### config.mk
export PLATFORM = sky130hd
export DESIGN_NAME = ihq_ram
export DESIGN_NICKNAME = d
export VERILOG_FILES = /design/src/rtl/ihq_ram.sv
export SDC_FILE = /design/constraint.sdc
export NUM_CORES = 1
export LEC_CHECK = 0
export BUFFER_PORTS_ARGS = -buffer_cell sky130_fd_sc_hd__buf_2
export CAP_MARGIN = 20
export CORE_ASPECT_RATIO = 0.75
export CORE_MARGIN = 1
export CORE_UTILIZATION = 25
export DETAILED_ROUTE_END_ITERATION = 10
export GPL_ROUTABILITY_DRIVEN = 1
export PLACE_DENSITY = 0.41
export SYNTH_ARGS = -nofsm -noshare
export SYNTH_HDL_FRONTEND = slang
export SYNTH_SLANG_ARGS = --single-unit
export TNS_END_PERCENT = 20
### constraint.sdc
create_clock -name clk -period 3.3 [get_ports clk]
set_input_delay 0.33 -clock clk [delete_from_list [all_inputs] [get_ports clk]]
set_output_delay 0.33 -clock clk [all_outputs]
set_load 0.02 [all_outputs]
### src/rtl/ihq_ram.sv
// ----------------------------------------------------------------------------
// ihq_ram
// Generic single-write, single-read RAM with registered read data.
// ----------------------------------------------------------------------------
`default_nettype none

module ihq_ram #(
  parameter int WIDTH = 8,
  parameter int DEPTH = 16
) (
  input  wire logic                     clk,
  input  wire logic                     we,
  input  wire logic [$clog2(DEPTH)-1:0] waddr,
  input  wire logic [WIDTH-1:0]         wdata,
  input  wire logic [$clog2(DEPTH)-1:0] raddr,
  output logic      [WIDTH-1:0]         rdata
);

  logic [WIDTH-1:0] mem [DEPTH];

  always_ff @(posedge clk) begin
    if (we) begin
      mem[waddr] <= wdata;
    end
    rdata <= mem[raddr];
  end

endmodule

`default_nettype wire

==> run metrics, run 1 <==
area added between synthesis and finish=20.7%; nets in the synthesized netlist=247; minimum hold slack=0.321 ns; final wirelength=11.3 mm; leakage power figure=2.04 nW; minimum setup slack among reg-to-reg paths=1.84 ns; post-route clock skew=0.0110 ns; number of enable flip-flop cells after synthesis=128; GR Overflow Total=0; total of endpoints with negative setup slack in the final report=0; I/O Buffers=25; maximum count of clock buffers along a single path=2; vias per cell=4.35; primary flip-flop cell chosen by synthesis mapping=sky130_fd_sc_hd__edfxtp_1; total number of vias=2,360; Commonest cells post-synth=sky130_fd_sc_hd__edfxtp_1, sky130_fd_sc_hd__mux4_2, sky130_fd_sc_hd__a22oi_1, sky130_fd_sc_hd__mux4_1, sky130_fd_sc_hd__nor2_1; Critical Path Sink=rdata[4]$_DFF_P_; final hold violation count=0; Worst Tran Pin Value=1.01 ns; core footprint=0.0202 mm2; initial antenna violation count=0; HPWL after detailed placement=7.11 mm; via count of the first global-routing pass=2,516; latest clock arrival within the worst-skew pair=0.41 ns; post-synth top area cell=sky130_fd_sc_hd__edfxtp_1; worst min path class=primary input to flop; die area=0.0212 mm2; number of iterations in the first detailed-routing pass=4; worst r2r path cells=3; remaining antenna violation count=0; arrival time worst endpoint=2.17 ns; library cell used as clock root buffer=sky130_fd_sc_hd__clkbuf_16; gr usage total=11.6%; final weighted congestion in routability-driven placement=0.626; Resized cells post-CTS=0; FF+latch area=0.00400 mm2; number of filler cells placed in the layout=1,921; average wire length per cell after detail routing=20.9 um; FFs w/ async S/R, synth=0%; most common cell in the synthesized netlist=sky130_fd_sc_hd__edfxtp_1; Clock H-tree levels=4; post-synthesis instance area=0.00515 mm2; Sinks on Clock Net=136; data required time at the worst endpoint=3.58 ns; unique cell type count in the Yosys netlist=19; number of max-capacitance violations reported=0; DRC violation count after routing=0; total of hold buffers inserted after clock tree synthesis=0; Net count, final=290; remaining max-slew budget at the tightest pin=32.5%; result of the run=finished, final reports clean; wire length of the first global-routing pass=17.1 mm; Multi-input gate area=0.00106 mm2; number of buffers created by CTS=17; unrepaired setup endpoints after global routing=no; total of flip-flops plus latches after synthesis=136; critical path fanouts, max=17; Peak Freq=0.528 GHz; clock-pin transition on the worst setup and hold timing paths=0.06 ns; number of ports placed on the die boundary=26; capturing point of the worst reg2reg path=rdata[1]$_DFF_P_; number of setup buffers added after CTS=0; accumulated negative setup slack=0 ns; number of antenna cells inserted=0; Crit. End Element=flop; Synth top area share=74.7%; proportion of synthesized chip area in sequential cells=77.8%; Yosys Warn Count=0; Tcrit/Tclk final=57.4%; total count of max-transition violations in the final report=0; initial core utilization=25.5%; Worst Setup Path Type=primary input to flop; source of the worst register-to-register timing path=mem[5][1]$_DFFE_PP_; initial drt markers=211; timing startpoint of the critical path=raddr[0]; nature of the critical path startpoint=primary input; # rows=45; maximum number of pins on one net before global-route repair=33; clock period minus worst slack=1.90 ns; Post-Syn Area per Cell=22.5 um2; Pwr Density=671 mW/mm2; layout cell share with drive strength beyond 1=28.4%; clock tree from TritonCTS=done; DIE WIDTH=168 um; Area contributors post-synth=sky130_fd_sc_hd__edfxtp_1, sky130_fd_sc_hd__mux4_2, sky130_fd_sc_hd__mux4_1; number of cells produced by synthesis=229; worst-case vdd ir drop=0.345 mV; Die Height=126 um
==> through the flow <==
stage	worst slack [ns]	util, %	cells	area (um2)	total power, mW
after global routing	1.33	30.7	543	6210	4.30
final	1.40	30.7	543	6210	4.17
after floorplan	1.48	-	229	5150	2.09
after CTS	1.37	30.7	543	6210	4.21
after global placement	0.951	27.6	511	5580	2.17
after detailed placement	0.932	27.6	511	5580	2.18
==> where the power goes <==
group	switching, mW	internal, mW
clock network	0.698	1.34
logic	0.117	0.0720
registers	0.0126	1.93
total	0.827	3.34
==> cells by family (layout without fill, tap and decap cells) <==
| group | count (synthesis) | after routing | share of synthesized area [%] |
|---|---|---|---|
| AND/OR/NAND/NOR | 35 | 35 | 3.18 |
| AO/OA/AOI/OAI | 16 | 16 | 2.33 |
| multiplexers | 32 | 32 | 15.0 |
| flip-flops | 136 | 136 | 77.8 |
| buffers and inverters | 10 | 66 | 1.68 |
==> sequential cells by signal (all words and copies together) (netlist names) <==
name and count:
mem 128, rdata 8
==> worst max-delay path: stages <==
cell	delay, ns
sky130_fd_sc_hd__buf_2	0.45
sky130_fd_sc_hd__buf_4	0.33
sky130_fd_sc_hd__mux4_1	0.57
sky130_fd_sc_hd__a22oi_1	0.39
sky130_fd_sc_hd__nand2_1	0.09
==> cell usage in the layout (no fill, tap or decap), types with 3 or more instances in the layout <==
master / instances
sky130_fd_sc_hd__edfxtp_1: 128
sky130_fd_sc_hd__buf_4: 9
sky130_fd_sc_hd__buf_2: 25
sky130_fd_sc_hd__nor2_1: 13
sky130_fd_sc_hd__dfxtp_1: 8
sky130_fd_sc_hd__mux4_1: 14
sky130_fd_sc_hd__clkinv_4: 3
sky130_fd_sc_hd__a22oi_1: 16
sky130_fd_sc_hd__nor3_1: 4
sky130_fd_sc_hd__mux4_2: 18
sky130_fd_sc_hd__clkbuf_16: 17
sky130_fd_sc_hd__bufinv_16: 5
sky130_fd_sc_hd__nand2_1: 9
==> worst min path at each step <==
stage                        start                    to  slack (ns)  depth (start not counted)
2_1_floorplan             wdata[0]   mem[0][0]$_DFFE_PP_        0.43                          0
3_3_place_gp   mem[4][4]$_DFFE_PP_      rdata[4]$_DFF_P_        0.66                          3
3_5_place_dp   mem[8][1]$_DFFE_PP_      rdata[1]$_DFF_P_        0.66                          3
4_1_cts                   wdata[6]   mem[5][6]$_DFFE_PP_        0.31                          1
5_1_grt                   wdata[3]  mem[12][3]$_DFFE_PP_        0.32                          1
6_report                  wdata[3]  mem[12][3]$_DFFE_PP_        0.32                          1
==> cell type report <==
type	instances	share of cell area [%]
flip-flops and latches	136	64.4
clock inverters	13	3.28
clock buffers	19	6.97
well taps	258	5.20
multi-input cells	83	17.0
repair buffers	34	3.10
==> layer usage <==
metal / share of wire (%) / global-route usage, % / vias to the layer above
met1: 50 / 16.1 / 1258
met5: 0 / 0 / -
met3: 4.0 / 3.61 / 2
li1: - / - / 1058
met2: 46 / 17.3 / 42
met4: 0.46 / 3.72 / 0
(Power assumes the default switching activity.)
==> run 2: changes to the inputs <==
--- a/config.mk
+++ b/config.mk
@@ -12,7 +12,7 @@
 export CORE_UTILIZATION = 25
 export DETAILED_ROUTE_END_ITERATION = 10
 export GPL_ROUTABILITY_DRIVEN = 1
-export PLACE_DENSITY = 0.41
+export PLACE_DENSITY = 0.43
 export SYNTH_ARGS = -nofsm -noshare
 export SYNTH_HDL_FRONTEND = slang
 export SYNTH_SLANG_ARGS = --single-unit
==> constraint.sdc (replaced) <==
create_clock -name clk -period 1.7 [get_ports clk]
set_input_delay 0.17 -clock clk [delete_from_list [all_inputs] [get_ports clk]]
set_output_delay 0.17 -clock clk [all_outputs]
set_load 0.02 [all_outputs]
==> run 2 against run 1 <==
Effect of this change:
- worst setup slack lost 1.1 ns
- largest power group is now registers
- die area unchanged
- count of clock-buffer cells in the layout fell by 1
- total power increased by 89%
- via count increased by 2.7%
==> run metrics, run 2 (same netlist as run 1, synthesis figures left out) <==
cell with the largest stage delay on the worst path=sky130_fd_sc_hd__mux4_1; final hold violation count=0; vias per cell=4.37; critical path fanouts, max=1; clock tree from TritonCTS=done; cell count along the critical path=3; area added between synthesis and finish=22.3%; Worst Tran Pin Value=0.828 ns; initial drt markers=183; number of antenna cells inserted=0; number of filler cells placed in the layout=1,947; most common library cell in the layout ignoring fill and taps=sky130_fd_sc_hd__edfxtp_1; DIE WIDTH=168 um; Resized cells post-CTS=0; I/O Buffers=25; GR Overflow Total=0; number of setup buffers added after CTS=0; Clock H-tree levels=4; maximum count of clock buffers along a single path=2; Pwr Density=1250 mW/mm2; die area=0.0212 mm2; total number of vias=2,423; total of hold buffers inserted after clock tree synthesis=0; post-route clock skew=0.00767 ns; nature of the critical path startpoint=flop; worst min path class=primary input to flop; Largest delay share family, worst path=multiplexers; initial core utilization=25.5%; number of iterations in the first detailed-routing pass=4; worst-case vdd ir drop=0.573 mV; latest clock arrival within the worst-skew pair=0.41 ns; capturing point of the worst reg2reg path=rdata[0]$_DFF_P_; arrival time worst endpoint=1.66 ns; number of ports placed on the die boundary=26; via count of the first global-routing pass=2,553; worst r2r path cells=3; clock-pin transition on the worst setup and hold timing paths=0.06 ns; remaining antenna violation count=0; Net count, final=302; registers with the most flip-flops=mem: 128 flops, rdata: 8 flops; minimum setup slack in the final design=0.329 ns; average wire length per cell after detail routing=19.0 um; Worst Setup Path Type=flop to flop; cell-by-cell listing of the critical path=mux4_1, a22oi_1, nand2_1; minimum setup slack among reg-to-reg paths=0.33 ns; final wirelength=10.6 mm; leakage power figure=2.09 nW; Peak Freq=0.729 GHz; HPWL after detailed placement=7.17 mm; Worst Setup Slack post-DPL=0.0535 ns; maximum number of pins on one net before global-route repair=33; gr usage total=10.9%; total of endpoints with negative setup slack in the final report=0; wire length of the first global-routing pass=16.1 mm; remaining max-slew budget at the tightest pin=44.7%; flip-flop count of the largest register, all copies and words added=128; Crit. End Element=flop; source of the worst register-to-register timing path=mem[1][0]$_DFFE_PP_; most used cells in the layout excluding fill and tap cells=sky130_fd_sc_hd__edfxtp_1, sky130_fd_sc_hd__buf_2, sky130_fd_sc_hd__buf_4, sky130_fd_sc_hd__mux4_2, sky130_fd_sc_hd__clkbuf_16; most flop-heavy register=mem; data required time at the worst endpoint=1.99 ns; number of buffer and inverter stages on the critical path=0; result of the run=finished, final reports clean; total count of max-transition violations in the final report=0; layout cell share with drive strength beyond 1=32.3%; Critical Path Sink=rdata[0]$_DFF_P_; longest individual stage delay on the worst path=0.50 ns; number of buffers created by CTS=17; unrepaired setup endpoints after global routing=no; clock period minus worst slack=1.37 ns; number of max-capacitance violations reported=0; core footprint=0.0202 mm2; accumulated negative setup slack=0 ns; # rows=45; timing startpoint of the critical path=mem[1][0]$_DFFE_PP_; initial antenna violation count=0; library cell used as clock root buffer=sky130_fd_sc_hd__clkbuf_16; Die Height=126 um; Tcrit/Tclk final=80.7%; final weighted congestion in routability-driven placement=0.679; Sinks on Clock Net=136; DRC violation count after routing=0
==> run 2: cell types whose count changed in the layout (fill, tap and decap cells not counted) <==
cell and delta:
sky130_fd_sc_hd__clkbuf_1 -1, sky130_fd_sc_hd__inv_6 +1, sky130_fd_sc_hd__bufinv_16 -2, sky130_fd_sc_hd__clkinv_4 +1, sky130_fd_sc_hd__clkinvlp_4 +3, sky130_fd_sc_hd__buf_12 +2
sky130_fd_sc_hd__buf_4 +10, sky130_fd_sc_hd__clkinv_1 -2
==> run 2: worst min-delay path by stage <==
stage                     startpoint              endpoint  slack (ns)  depth (start not counted)
final                       wdata[1]   mem[6][1]$_DFFE_PP_        0.14                          1
after floorplan             wdata[0]   mem[0][0]$_DFFE_PP_        0.27                          0
after global routing        wdata[4]  mem[15][4]$_DFFE_PP_        0.14                          1
after CTS                   wdata[4]  mem[15][4]$_DFFE_PP_        0.13                          1
after detailed placement    wdata[1]   mem[6][1]$_DFFE_PP_        0.58                          1
after global placement      wdata[1]   mem[6][1]$_DFFE_PP_        0.57                          1
==> run 2: routing by layer <==
metal / GRT usage, % / vias up / wire (um)
met5: 0 / - / 0
met3: 3.21 / 12 / 422
met1: 16.1 / 1283 / 5630
li1: - / 1084 / -
met2: 14.9 / 44 / 4410
met4: 3.89 / 0 / 102
==> run 2: through the flow <==
stage	std cells	hold slack, ns	area, um2	utilization (%)	total power [mW]
floorplan	229	0.269	5150	-	4.05
global placement	523	0.568	5690	28.2	4.23
detailed placement	523	0.575	5690	28.2	4.23
CTS	555	0.131	6300	31.2	7.95
global route	555	0.137	6300	31.2	8.13
finish	555	0.143	6300	31.2	7.86
==> run 2: report_power, final <==
group          internal [mW]  total, mW  switching, mW  leakage [nW]
registers               3.75       3.77         0.0261          1.22
logic                  0.154      0.373          0.218         0.590
clock network           2.31       3.71           1.40         0.279
==> run 2: final cells by class <==
cell class	instances	area [um2]	area share [%]
well taps	258	323	5.13
clock buffers	18	429	6.82
flip-flops and latches	136	4000	63.6
repair buffers	46	308	4.89
clock inverters	14	176	2.80
multi-input cells	83	1060	16.8
==> run 3: changes to the inputs <==
==> constraint.sdc (replaced) <==
create_clock -name clk -period 1.13 [get_ports clk]
set_input_delay 0.113 -clock clk [delete_from_list [all_inputs] [get_ports clk]]
set_output_delay 0.113 -clock clk [all_outputs]
set_load 0.02 [all_outputs]
==> run 3 against run 2 <==
Effect of this change:
- the flow now finishes with violations (negative setup slack)
- flip-flop and latch count did not move
- combinational power rose by 79%
- clock power rose by 57%
- sequential share of layout area fell by 2.5 points
- maximum frequency rose by 4.7%
- via count rose by 0.66%
- worst setup slack got worse by 0.51 ns
- register-to-register slack got worse by 0.51 ns
- utilization rose by 1.3 points
- count of clock-buffer cells in the layout did not move
- sequential power rose by 50%
- largest cell class unchanged
- largest power group is now clock
==> run metrics, run 3 (same netlist as run 1, synthesis figures left out) <==
total count of max-transition violations in the final report=0; number of antenna cells inserted=0; initial core utilization=25.5%; initial antenna violation count=0; initial drt markers=183; Die Height=126 um; number of iterations in the first detailed-routing pass=4; unrepaired setup endpoints after global routing=yes; vias per cell=4.28; clock tree from TritonCTS=done; final weighted congestion in routability-driven placement=0.694; # rows=45; Sinks on Clock Net=136; M2 GR Usage=17.2%; most flop-heavy register=mem; maximum count of clock buffers along a single path=2; Worst Setup Path Type=flop to flop; Peak Freq=0.764 GHz; via count of the first global-routing pass=2,608; violated checks=negative setup slack; total of hold buffers inserted after clock tree synthesis=0; most used cells in the layout excluding fill and tap cells=sky130_fd_sc_hd__edfxtp_1, sky130_fd_sc_hd__mux4_2, sky130_fd_sc_hd__buf_4, sky130_fd_sc_hd__buf_2, sky130_fd_sc_hd__clkbuf_16; cell with the largest stage delay on the worst path=sky130_fd_sc_hd__mux4_2; Post-Layout Cell Count=570; gr usage total=11.5%; worst min path class=primary input to flop; data required time at the worst endpoint=1.43 ns; number of filler cells placed in the layout=1,899; clock-pin transition on the worst setup and hold timing paths=0.06 ns; Tcrit/Tclk final=116%; critical path fanouts, max=1; registers with the most flip-flops=mem: 128 flops, rdata: 8 flops; remaining antenna violation count=0; remaining max-slew budget at the tightest pin=38.9%; number of buffers created by CTS=17; accumulated negative setup slack=-1.11 ns; number of ports placed on the die boundary=26; FF+latch area=0.00400 mm2; final wirelength=11.2 mm; most common library cell in the layout ignoring fill and taps=sky130_fd_sc_hd__edfxtp_1; I/O Buffers=25; total number of vias=2,439; HPWL after detailed placement=7.38 mm; Largest delay share family, worst path=multiplexers; wire length of the first global-routing pass=17.1 mm; Final Core Density=32.5%; average wire length per cell after detail routing=19.6 um; total of endpoints with negative setup slack in the final report=8; DRC violation count after routing=0; cell-by-cell listing of the critical path=mux4_2, a22oi_2, buf_4, nand2_1; Clock H-tree levels=4; result of the run=complete, but fails checks; GR Overflow Total=0; Top Usage Layer GRT=met2; final hold violation count=0; area added between synthesis and finish=27.4%; number of max-capacitance violations reported=0; nature of the critical path startpoint=flop; number of setup buffers added after CTS=0; number of placed instances, taps included=538; Worst Tran Pin Value=0.914 ns; arrival time worst endpoint=1.61 ns; number of buffer and inverter stages on the critical path=1; Pwr Density=1850 mW/mm2; post-route clock skew=0.00733 ns; library cell used as clock root buffer=sky130_fd_sc_hd__clkbuf_16; Multi-input gate area=0.00108 mm2; core footprint=0.0202 mm2; Crit. End Element=flop; worst-case vdd ir drop=1.09 mV; minimum setup slack in the final design=-0.179 ns; maximum number of pins on one net before global-route repair=17; met1 usage in global routing=16.1%; die area=0.0212 mm2; leakage power figure=2.18 nW; Net count, final=317; DIE WIDTH=168 um; flip-flop count of the largest register, all copies and words added=128; met3 GRT Util=2.89%; latest clock arrival within the worst-skew pair=0.41 ns; Worst Setup Slack post-DPL=-0.454 ns; clock period minus worst slack=1.31 ns; longest individual stage delay on the worst path=0.48 ns; layout cell share with drive strength beyond 1=42.0%
run 3: cell count changes in the layout (fill, tap and decap cells not counted), moves of 3 or more:
cell	delta
sky130_fd_sc_hd__a22oi_2	+6
sky130_fd_sc_hd__a22oi_1	-6
sky130_fd_sc_hd__buf_4	+7
sky130_fd_sc_hd__mux4_1	-9
sky130_fd_sc_hd__mux4_2	+9
sky130_fd_sc_hd__buf_12	+8
sky130_fd_sc_hd__nor2_1	-3
run 3: final cells by class:
cell class                      count  area share [%]
Multi-Input combinational cell     83            16.5
Tap cell                          258            4.92
Timing Repair Buffer               61            7.93
Sequential cell                   136            61.0
Clock buffer                       18            6.54
Clock inverter                     14            3.03
run 3: where the power goes:
part	total [mW]	internal [mW]	switching [mW]	leakage, nW
combinational	0.669	0.299	0.370	0.660
clock	5.81	3.71	2.10	0.293
sequential	5.67	5.64	0.0335	1.22
total	12.2	9.65	2.50	2.18
run 3: timing repair:
action                     in CTS  in global routing
resized for setup              10                  5
setup endpoints to repair       8                  8
pin swaps                       4                  5
run 3: final timing paths:
kind                       start             endpoint  slack [ns]  depth (start not counted)
max          mem[2][6]$_DFFE_PP_     rdata[6]$_DFF_P_       -0.18                          4
min                     wdata[4]  mem[7][4]$_DFFE_PP_        0.11                          1
max reg2reg  mem[2][6]$_DFFE_PP_     rdata[6]$_DFF_P_       -0.18                          4
min reg2reg  mem[8][3]$_DFFE_PP_     rdata[3]$_DFF_P_        0.68                          3
run 3: stage by stage:
| stage | area, um2 | power, mW | hold WS (ns) |
|---|---|---|---|
| after detailed placement | 5940 | 6.44 | 0.528 |
| after global routing | 6560 | 12.6 | 0.0986 |
| after CTS | 6560 | 12.3 | 0.0900 |
| final | 6560 | 12.2 | 0.105 |
| after floorplan | 5180 | 6.10 | 0.212 |
| after global placement | 5940 | 6.44 | 0.515 |
run 3: layer usage:
metal | wire, um | up-vias
li1 | - | 1103
met1 | 5490 | 1278
met2 | 5130 | 50
met3 | 449 | 8
met4 | 116 | 0
met5 | 0 | -
